`config.mk`:
```
export PLATFORM = sky130hd
export DESIGN_NAME = packed_bcd_display_frame
export DESIGN_NICKNAME = d
export VERILOG_FILES = /design/src/rtl/core/pbcd_pkg.sv /design/src/rtl/core/packed_bcd_display_frame.sv
export SDC_FILE = /design/constraint.sdc
export NUM_CORES = 1
export LEC_CHECK = 0
export ABC_CLOCK_PERIOD_IN_PS = 16850
export BUFFER_PORTS_ARGS = -buffer_cell sky130_fd_sc_hd__buf_4
export CAP_MARGIN = 15
export CORE_ASPECT_RATIO = 1.5
export CORE_MARGIN = 3
export CORE_UTILIZATION = 70
export CTS_CLUSTER_DIAMETER = 150
export DETAILED_ROUTE_END_ITERATION = 7
export PLACE_DENSITY = 0.95
export RECOVER_POWER = 25
export SLEW_MARGIN = 5
export SYNTH_ARGS = -nofsm -noshare
export SYNTH_HDL_FRONTEND = slang
export SYNTH_SLANG_ARGS = --single-unit
```
`constraint.sdc`:
```
create_clock -name i_clk -period 16.85 [get_ports i_clk]
set_input_delay 0 -clock i_clk [delete_from_list [all_inputs] [get_ports i_clk]]
set_output_delay 0 -clock i_clk [all_outputs]
set_load 0.02 [all_outputs]
```
`src/rtl/core/pbcd_pkg.sv`:
```
package pbcd_pkg;

    // Display and value dimensions.
    localparam int MAX_TUBES  = 8;
    localparam int VALUE_BITS = 27;

    // Field widths of the channels.
    localparam int CFG_W  = 4;
    localparam int BYTE_W = 8;
    localparam int NIB_W  = 4;

    // Decimal digits needed for a VALUE_BITS wide value (31/100 bounds log10(2) from above).
    localparam int BCD_DIGITS = (VALUE_BITS * 31) / 100 + 1;
    localparam int BCD_W      = NIB_W * BCD_DIGITS;
    localparam int WORD_W     = BCD_W + VALUE_BITS;

    // Shift-and-add-3 conversion, split into stages of a few steps each.
    localparam int STEPS_PER_STAGE = 7;
    localparam int DD_STAGES = (VALUE_BITS + STEPS_PER_STAGE - 1) / STEPS_PER_STAGE;

    // Frame geometry: a blank frame is the longest at MAX_TUBES/2+1 bytes.
    localparam int MAX_BYTES  = MAX_TUBES / 2 + 1;
    localparam int PAIR_TUBES = 2 * MAX_BYTES;
    localparam int PTR_W      = $clog2(MAX_BYTES);
    localparam int TUBE_W     = $clog2(MAX_TUBES + 1);

    localparam logic [NIB_W-1:0]  BLANK_CODE = NIB_W'(15);
    localparam logic [BYTE_W-1:0] CLEAR_BYTE = BYTE_W'(255);
    localparam logic [CFG_W-1:0]  TUBES_RESET = CFG_W'(8);

    // Command codes.
    localparam logic OP_SHOW  = 1'b0;
    localparam logic OP_CLEAR = 1'b1;

    typedef logic [WORD_W-1:0] t_word;
    typedef logic [BYTE_W-1:0] t_byte;

endpackage

```
`src/rtl/core/packed_bcd_display_frame.sv`:
```
// Packed BCD frame builder for a chain of decimal display tube drivers.
//
// Input channel (i_valid / o_stall) carries one transaction per command:
// i_opcode selects show (i_number in decimal) or clear. Output channel
// (o_valid / i_stall) carries the frame bytes, highest tubes first, with
// o_frame_last set on the byte that closes the frame (the latch point).
// A show frame has ceil(tubes/2) bytes, a clear frame tubes/2+1 bytes of 255.
// The tube count is written over the cfg channel (always ready); the user
// must write it only while idle, which the block itself does not enforce.
//
// An accepted command passes the input register, the DD_STAGES stages of the
// shift-and-add-3 conversion pipeline and the frame register, which drives
// the outputs. The frame register sends one frame byte per cycle while the
// output does not stall, and holds a command until all of its frame's bytes
// (1 to 5; 4 or 5 with eight tubes) are taken; the pipeline behind it can
// hold further commands meanwhile.
// Reset (synchronous, active low) empties the pipeline and sets the tube
// count to 8. A stall on the output holds the current byte and backs the
// pipeline up stage by stage until o_stall is raised to the sender.
module packed_bcd_display_frame (
    input  logic                          i_clk,
    input  logic                          i_rst_n,
    // Command channel.
    input  logic                          i_valid,
    output logic                          o_stall,
    input  logic                          i_opcode,
    input  logic [pbcd_pkg::VALUE_BITS-1:0] i_number,
    // Frame byte channel.
    output logic                          o_valid,
    input  logic                          i_stall,
    output logic [pbcd_pkg::BYTE_W-1:0]   o_frame_byte,
    output logic                          o_frame_last,
    // Tube count register write channel.
    input  logic                          i_cfg_valid,
    output logic                          o_cfg_ready,
    input  logic [pbcd_pkg::CFG_W-1:0]    i_cfg_data
);

    localparam int D = pbcd_pkg::DD_STAGES;

    // One slice of the binary to BCD conversion. The BCD digits sit above the
    // remaining binary bits; each step corrects digits of 5 or more by 3 and
    // shifts the whole word left by one bit.
    function automatic pbcd_pkg::t_word dd_slice(input pbcd_pkg::t_word w_in, input int stage);
        pbcd_pkg::t_word w;
        logic [pbcd_pkg::NIB_W-1:0] nib;
        w = w_in;
        for (int j = 0; j < pbcd_pkg::STEPS_PER_STAGE; j++) begin
            if (stage * pbcd_pkg::STEPS_PER_STAGE + j < pbcd_pkg::VALUE_BITS) begin
                for (int d = 0; d < pbcd_pkg::BCD_DIGITS; d++) begin
                    nib = w[pbcd_pkg::VALUE_BITS + pbcd_pkg::NIB_W*d +: pbcd_pkg::NIB_W];
                    if (nib >= pbcd_pkg::NIB_W'(5)) begin
                        nib = nib + pbcd_pkg::NIB_W'(3);
                    end
                    w[pbcd_pkg::VALUE_BITS + pbcd_pkg::NIB_W*d +: pbcd_pkg::NIB_W] = nib;
                end
                w = w << 1;
            end
        end
        return w;
    endfunction

    // Configuration.
    logic [pbcd_pkg::CFG_W-1:0]  r_tube_count;
    logic [pbcd_pkg::TUBE_W-1:0] w_tubes;

    // Conversion pipeline: stage 0 is the input register.
    logic                 r_valid [D+1];
    logic                 r_op    [D+1];
    pbcd_pkg::t_word      r_word  [D+1];
    logic                 w_ready [D+1];

    // Frame register.
    logic                 r_fvalid;
    logic [pbcd_pkg::PTR_W-1:0] r_ptr;
    pbcd_pkg::t_byte      r_fbyte [pbcd_pkg::MAX_BYTES];
    pbcd_pkg::t_byte      n_fbyte [pbcd_pkg::MAX_BYTES];
    logic [pbcd_pkg::PTR_W-1:0] n_ptr;
    logic                 w_fdone;
    logic                 w_ffree;
    logic                 w_in_accept;

    logic [pbcd_pkg::BCD_W-1:0] w_bcd;
    logic [pbcd_pkg::BCD_W + pbcd_pkg::NIB_W*pbcd_pkg::PAIR_TUBES-1:0] w_bcd_ext;
    logic [pbcd_pkg::NIB_W-1:0] w_nib [pbcd_pkg::PAIR_TUBES];

    assign o_cfg_ready = 1'b1;

    always_ff @(posedge i_clk) begin
        if (!i_rst_n) begin
            r_tube_count <= pbcd_pkg::TUBES_RESET;
        end else if (i_cfg_valid && o_cfg_ready) begin
            r_tube_count <= i_cfg_data;
        end
    end

    // A count of zero acts as one tube, a count above the chain saturates.
    always_comb begin
        if (r_tube_count == '0) begin
            w_tubes = pbcd_pkg::TUBE_W'(1);
        end else if (int'(r_tube_count) > pbcd_pkg::MAX_TUBES) begin
            w_tubes = pbcd_pkg::TUBE_W'(pbcd_pkg::MAX_TUBES);
        end else begin
            w_tubes = pbcd_pkg::TUBE_W'(r_tube_count);
        end
    end

    // The frame register frees up when its last byte is taken.
    assign w_fdone = r_fvalid && !i_stall && (r_ptr == '0);
    assign w_ffree = !r_fvalid || w_fdone;

    // Backpressure runs from the frame register down to the input register.
    always_comb begin
        w_ready[D] = !r_valid[D] || w_ffree;
        for (int s = D - 1; s >= 0; s--) begin
            w_ready[s] = !r_valid[s] || w_ready[s+1];
        end
    end

    assign o_stall     = !w_ready[0];
    assign w_in_accept = i_valid && !o_stall;

    always_ff @(posedge i_clk) begin
        if (!i_rst_n) begin
            for (int s = 0; s <= D; s++) begin
                r_valid[s] <= 1'b0;
            end
        end else begin
            if (w_ready[0]) begin
                r_valid[0] <= i_valid;
            end
            for (int s = 1; s <= D; s++) begin
                if (w_ready[s]) begin
                    r_valid[s] <= r_valid[s-1];
                end
            end
        end
    end

    always_ff @(posedge i_clk) begin
        if (w_ready[0]) begin
            r_op[0]   <= i_opcode;
            r_word[0] <= {{pbcd_pkg::BCD_W{1'b0}}, i_number};
        end
        for (int s = 1; s <= D; s++) begin
            if (w_ready[s]) begin
                r_op[s]   <= r_op[s-1];
                r_word[s] <= dd_slice(r_word[s-1], s - 1);
            end
        end
    end

    // Tube nibbles from the finished BCD word. A tube shows its digit when it
    // lies within the number's decimal length (tube 1 always does, so zero
    // shows as a single 0), and the blank code otherwise.
    assign w_bcd     = r_word[D][pbcd_pkg::WORD_W-1 -: pbcd_pkg::BCD_W];
    assign w_bcd_ext = {{(pbcd_pkg::NIB_W*pbcd_pkg::PAIR_TUBES){1'b0}}, w_bcd};

    always_comb begin
        for (int t = 0; t < pbcd_pkg::PAIR_TUBES; t++) begin
            if (t == 0 || ((w_bcd_ext >> (pbcd_pkg::NIB_W*t)) != '0)) begin
                w_nib[t] = w_bcd_ext[pbcd_pkg::NIB_W*t +: pbcd_pkg::NIB_W];
            end else begin
                w_nib[t] = pbcd_pkg::BLANK_CODE;
            end
        end
    end

    // Byte p pairs tube 2p+2 (high nibble) with tube 2p+1 (low nibble); a high
    // tube above the count leaves a zero nibble. Bytes go out from the top pair.
    always_comb begin
        for (int p = 0; p < pbcd_pkg::MAX_BYTES; p++) begin
            if (r_op[D] == pbcd_pkg::OP_CLEAR) begin
                n_fbyte[p] = pbcd_pkg::CLEAR_BYTE;
            end else if (2*p + 2 > int'(w_tubes)) begin
                n_fbyte[p] = {{pbcd_pkg::NIB_W{1'b0}}, w_nib[2*p]};
            end else begin
                n_fbyte[p] = {w_nib[2*p+1], w_nib[2*p]};
            end
        end
        if (r_op[D] == pbcd_pkg::OP_CLEAR) begin
            n_ptr = pbcd_pkg::PTR_W'(w_tubes >> 1);
        end else begin
            n_ptr = pbcd_pkg::PTR_W'((w_tubes - pbcd_pkg::TUBE_W'(1)) >> 1);
        end
    end

    always_ff @(posedge i_clk) begin
        if (!i_rst_n) begin
            r_fvalid <= 1'b0;
            r_ptr    <= '0;
        end else if (w_ffree) begin
            r_fvalid <= r_valid[D];
            r_ptr    <= n_ptr;
        end else if (!i_stall) begin
            r_ptr <= r_ptr - pbcd_pkg::PTR_W'(1);
        end
    end

    always_ff @(posedge i_clk) begin
        if (w_ffree) begin
            r_fbyte <= n_fbyte;
        end
    end

    assign o_valid      = r_fvalid;
    assign o_frame_byte = r_fbyte[r_ptr];
    assign o_frame_last = (r_ptr == '0);

    // A frame is delivered without gaps: a taken byte that is not the last
    // one is followed by another valid byte.
    a_frame_contiguous: assert property (@(posedge i_clk) disable iff (!i_rst_n)
        o_valid && !i_stall && !o_frame_last |=> o_valid)
        else $error("frame broken before its last byte");

    // A converted item waiting on a busy frame register keeps its value.
    a_tail_hold: assert property (@(posedge i_clk) disable iff (!i_rst_n)
        r_valid[D] && !w_ffree |=> r_valid[D] && $stable(r_word[D]) && $stable(r_op[D]))
        else $error("pipeline tail lost an item while held");

    // An accepted command is captured by the input register.
    a_input_capture: assert property (@(posedge i_clk) disable iff (!i_rst_n)
        w_in_accept |=> r_valid[0])
        else $error("accepted command not captured");

endmodule

```
==> Yosys cells after proc, flatten, opt, wreduce, memory -nomap -nowiden <==
Memories as Yosys holds them, arrays and structs flattened.
Index checks and enable logic that the tools add are counted.
{ "word_totals": {"register_bits": 48, "memories": 3, "ramBits": 325, "output_inout_bits": 12, "in_bits": 37, "elab_cells": 856} }
{ "mem_list": {"columns": ["name", "depth", "width", "rd", "rd_clocked_by_memory_dff", "wr", "line", "text"], "rows": [
  ["r_word", 5, 63, 5, 0, 5, "packed_bcd_display_frame.sv:70", "pbcd_pkg::t_word r_word [D+1];"],
  ["r_op", 5, 1, 5, 0, 5, "packed_bcd_display_frame.sv:69", "logic r_op [D+1];"],
  ["r_valid", 5, 1, 5, 0, 5, "packed_bcd_display_frame.sv:68", "logic r_valid [D+1];"]
]} }
{ "classes": {"addsub": 245, "reduce_logical": 26, "muxes": 317, "order_cmp": 250, "eq_ne": 1, "bitwise_logic": 6} }
{ "op_table": {"columns": ["op", "n"], "rows": [
  ["two-way mux 63 bit", 27],
  ["greater-or-equal comparator 4 x 3 -> 1 bit (second input constant)", 243],
  ["two-way mux 4 bit", 226],
  ["adder 4 x 2 -> 4 bit (second input constant)", 216],
  ["nonzero test 76 bit", 8],
  ["two-way mux 3 bit", 30],
  ["adder 3 x 2 -> 3 bit (second input constant)", 27],
  ["two-way mux 8 bit", 7],
  ["two-way mux 1 bit", 26],
  ["binary-select mux 8 bit (select 3 bit)", 1],
  ["greater-than comparator 3 x 4 -> 1 bit (first input constant)", 2],
  ["greater-than comparator 4 bit (first input constant)", 2],
  ["zero test 1 bit", 8],
  ["logical OR 1 bit", 6],
  ["OR 1 bit", 5],
  ["greater-or-equal comparator 4 bit (second input constant)", 1],
  ["greater-than comparator 2 x 4 -> 1 bit (first input constant)", 1],
  ["greater-than comparator 4 bit (second input constant)", 1],
  ["zero test 4 bit", 1],
  ["inverter 3 -> 4 bit", 1],
  ["subtractor 4 x 1 -> 4 bit (second input constant)", 1],
  ["zero test 3 bit", 1],
  ["subtractor 3 x 1 -> 3 bit (second input constant)", 1],
  ["logical AND 1 bit", 2],
  ["inequality test 2 x 1 -> 1 bit (second input constant)", 1]
]} }

==> Longest topological paths before layout <==
{ "depth": {"depth_word": 27, "mapped_depth": 32, "mapped_depth_nobuf": 32} }

==> Worst setup path before layout <==
Ideal clock, no wire load.
{ "synth_path": {"path_type": "reg-to-reg", "startpoint": "memory r_word[0][165] in the netlist's numbering", "endpoint": "memory r_word[0][234] in the netlist's numbering, data pin", "n_path_buf": 2, "arrival_ns": 5.620, "t_required_ns": 16.571, "synth_period_minus_slack_ns": 5.899, "setup_time_ns": 0.279, "path_stages_with_launch": 25, "path_slack_ns": 10.951, "path_cell_list": "edfxtp_1 inv_1 ha_1 nand2b_1 a21oi_1 mux2_2 buf_2 nor3_1 nor2_1 ha_1 or4_1 a311o_1 o2bb2ai_1 nor2_1 a211o_1 clkbuf_1 nand2b_1 nand2_1 o22ai_1 ha_1 maj3_1 a221oi_1 mux2_2 nand2b_1 o221ai_1"} }
{ "synth_lines": {"columns": ["item", "line"], "rows": [
  ["start, declared", "packed_bcd_display_frame.sv:70"]
]} }

==> results summary <==
The run finished with clean final reports. Across every metal layer, demand over resource in global routing totals 0.322. The area of the die came out at 30,300 µm².

Static timing analysis puts the maximum clock frequency at 0.148 GHz. The share of synthesized flip-flops with an asynchronous set or reset is 0. The worst setup path is captured at a flip-flop. The via count of the first global-routing pass is 17.8k. The final max-slew violation count is 0.

The die extent in y is 212 µm. The floorplan row count is 74. The detail route stage leaves a number of antenna-violating nets equal to 0.

The tree is rooted in a sky130_fd_sc_hd__clkbuf_16. The width of the die came out at 143 µm. Counting flops and latches in the post-synthesis netlist gives 210. The placer's final routability congestion estimate is 0.902.

In this design, the critical path's most frequently occurring cell is sky130_fd_sc_hd__ha_1. The count of flip-flops with a built-in enable after synthesis came out at slightly above 200. The worst path needs 6780 ps of the cycle, external delays included.

The net count reported at finish is 2,452. In the final layout, flip-flops and latches occupy around 6200 µm². The critical path's largest stage delay came out at 420 ps.

For this design the top-level I/O count stands at a little under 50. The antenna diode instance count came out at 0. The summed negative setup slack over all endpoints is 0 ps. At the pin with the least slew margin, the transition time is 1150 ps. The worst endpoint required time came out at 17,130 ps.

The fraction of layout cells with a size suffix above 1 is 0.0931. The mean instance size in the synthesized netlist came out at ~9 µm². The first-pass GRT wire length came out at 81.4 mm. Across the run, the number of max-cap violations was 0. The post-detailed-routing wire length is approximately 49 mm. The overall overflow remaining after global route came out at 0.

The total via count in the routed design is between 15k and 20k. The met1 layer wirelength in the final routing is 16.6 mm. The maximum number of pins on one net before global-route repair is 38. After detailed routing, the number of remaining DRC violations is 0. The detailed-routed wire length on met2 came out at 27.0 mm. The count of routing violations after the opening detailed-route iteration came out at approximately 1.6k. After clock tree synthesis, the clock-pin slew on the worst setup and hold paths is 70 ps. The post-synthesis cell type count came out at around 120. The synthesized netlist cell count is 2,199. The core box area is 27,500 µm². The number of buffers added on ports is 47. Setup repair after global routing left no endpoint under its margin. For this run, the leading register cell type out of synthesis is sky130_fd_sc_hd__edfxtp_1. The number of antenna violations at the first check in global routing is 0. The worst endpoint data arrival time came out at 7060 ps. The total standard cell area after synthesis came out at 19,700 µm². The number of sinks driven by the clock tree is 210. The average wire per standard cell came out at 18.8 µm. The library cell with the largest summed area after synthesis is sky130_fd_sc_hd__edfxtp_1. TritonCTS built the clock tree. The via count normalized by instance count is 6.71.

The share of the Yosys chip area taken by registers is 0.316. The number of clock buffers inserted by TritonCTS came out at 22. By area the synthesized netlist is led by sky130_fd_sc_hd__edfxtp_1, sky130_fd_sc_hd__ha_1, sky130_fd_sc_hd__mux2i_1. By count the netlist is led by sky130_fd_sc_hd__edfxtp_1, sky130_fd_sc_hd__nor2_1, sky130_fd_sc_hd__inv_1.

The type of the tightest min-delay check is primary input to flip-flop. Setup violations remaining at the end of the flow were counted as 0. The number of search-and-repair iterations in the first detailed-routing pass is 6. The top routing layer in use is met4. The total count of hold-check failures in the final report came to 0. The final-layout fill cell count is 1,563. The number of warnings printed during yosys synthesis is 0.

The number of H-tree levels is 1. The effective utilization at floorplan came out at 0.717. The number of resized instances in the post-cts repair step is 0.

The depth of the most critical reg-to-reg path is 31. The area growth from synthesis to layout came out at 9.15%. The worst-path cell with the longest stage delay is sky130_fd_sc_hd__edfxtp_1.

The portion of synthesized cell area occupied by the leading cell type came out at 0.307. In this run the worst path has a maximum fanout of 4. At the later pin of the worst-skew pair, clock insertion delay measures 530 ps.

In the finished design, the share of the clock period the worst path needs comes to 0.402. The normalized max-slew margin came out at 0.228. The clock tree buffer depth came out at 3. The half-perimeter wire length after detailed placement came out at about 32 mm. For the final database, setup skew stands at about 23 ps. The worst setup path is of the flip-flop to flip-flop kind. The area used by multi-input combinational logic came out at 12,600 µm². STA classifies the critical path startpoint as a flip-flop. Among all cell types in the netlist, the one instantiated most often is sky130_fd_sc_hd__edfxtp_1. The number of nets in the synthesized netlist is 2,389. The length of routed met3 wiring came out at 2.63 mm. The hold-critical path depth came out at 2.
area by class of cell:
cell class,count,area share
clock buffer,26,0.0273
clock inverter,14,0.00988
inverter,178,0.0310
multi-input combinational,1751,0.583
sequential,210,0.289
tap,342,0.0199
timing repair buffer,99,0.0395
critical path: cells and delay by family (launching register included):
| kind | cells | cell delay (ps) |
|---|---|---|
| AO/OA/AOI/OAI | 5 | 1560 |
| AND/OR/NAND/NOR | 7 | 860 |
| XOR/XNOR | 5 | 1150 |
| adder cells (fa/ha/maj) | 7 | 1550 |
| flip-flops | 1 | 420 |
| buffers and inverters | 6 | 620 |
| multiplexers | 1 | 380 |
registers in the layout, summed over array words and instances (netlist names):
| register | flops |
|---|---|
| r_word | 155 |
| r_valid | 5 |
| r_fbyte | 37 |
| r_tube_count | 4 |
| r_ptr | 3 |
| r_op | 5 |
| o_valid | 1 |
metal layers:
metal | GRT usage | vias to the layer above
met3 | 0.0459 | 246
met4 | 0.182 | 0
met5 | 0 | -
met2 | 0.631 | 794
met1 | 0.312 | 8307
li1 | - | 8244
layout by cell type (no fill, tap or decap), types with 16 or more instances in the layout:
cell type and n:
sky130_fd_sc_hd__a211oi_1 28, sky130_fd_sc_hd__a21boi_0 18, sky130_fd_sc_hd__a21o_1 30, sky130_fd_sc_hd__a21oi_1 151
sky130_fd_sc_hd__a31oi_1 16, sky130_fd_sc_hd__and2_1 19, sky130_fd_sc_hd__and3_1 21, sky130_fd_sc_hd__buf_4 26
sky130_fd_sc_hd__clkbuf_16 23, sky130_fd_sc_hd__clkbuf_4 28, sky130_fd_sc_hd__dlygate4sd3_1 44, sky130_fd_sc_hd__edfxtp_1 202
sky130_fd_sc_hd__ha_1 153, sky130_fd_sc_hd__inv_1 173, sky130_fd_sc_hd__mux2_2 39, sky130_fd_sc_hd__mux2i_1 113
sky130_fd_sc_hd__nand2_1 150, sky130_fd_sc_hd__nand2b_1 77, sky130_fd_sc_hd__nand3_1 31, sky130_fd_sc_hd__nor2_1 183
sky130_fd_sc_hd__nor2b_1 43, sky130_fd_sc_hd__nor3_1 47, sky130_fd_sc_hd__nor3b_1 17, sky130_fd_sc_hd__o211ai_1 25
sky130_fd_sc_hd__o21a_1 30, sky130_fd_sc_hd__o21ai_0 142, sky130_fd_sc_hd__o21ai_1 22, sky130_fd_sc_hd__o21bai_1 23
sky130_fd_sc_hd__o22ai_1 27, sky130_fd_sc_hd__xnor2_1 69
through the flow:
stage                     area [µm²]  utilization  hold WS (ps)  worst slack (ps)  std cells
after floorplan                19700            -          98.9             10950       2199
after global placement         20300        0.738           178             10720       2536
after detailed placement       20300        0.738           179             10310       2536
after CTS                      21500        0.783           188             10120       2620
after global routing           21500        0.783           214              9490       2620
final                          21500        0.783           216             10070       2620
path summary, 6_finish.rpt:
path	slack, ps	endpoint	from
worst min register to register	420	r_op[0][2]	r_op[0][1]
worst max-delay path	10070	r_word[0][305]	r_word[0][240]
worst max register to register	10070	r_word[0][305]	r_word[0][240]
worst min-delay path	220	r_word[0][9]	i_number[9]
what timing repair did:
item / 4_1_cts / 5_1_grt
hold buffers: 44 / 0
hold endpoints to repair: 46 / 0
buffers inserted: 0 / 0
kinds of logic after synthesis:
logic type / count (synthesis) / synth area share
xor+xnor: 87 / 0.0416
flops: 210 / 0.316
simple gates: 665 / 0.169
mux: 167 / 0.0927
fa+ha+maj: 155 / 0.0980
buf+inv: 238 / 0.0477
other cells: 1 / 0.000190
compound gates: 676 / 0.236
Power is not shown: default switching activity piles up to over one toggle a cycle in this logic, so the estimate is an artifact.
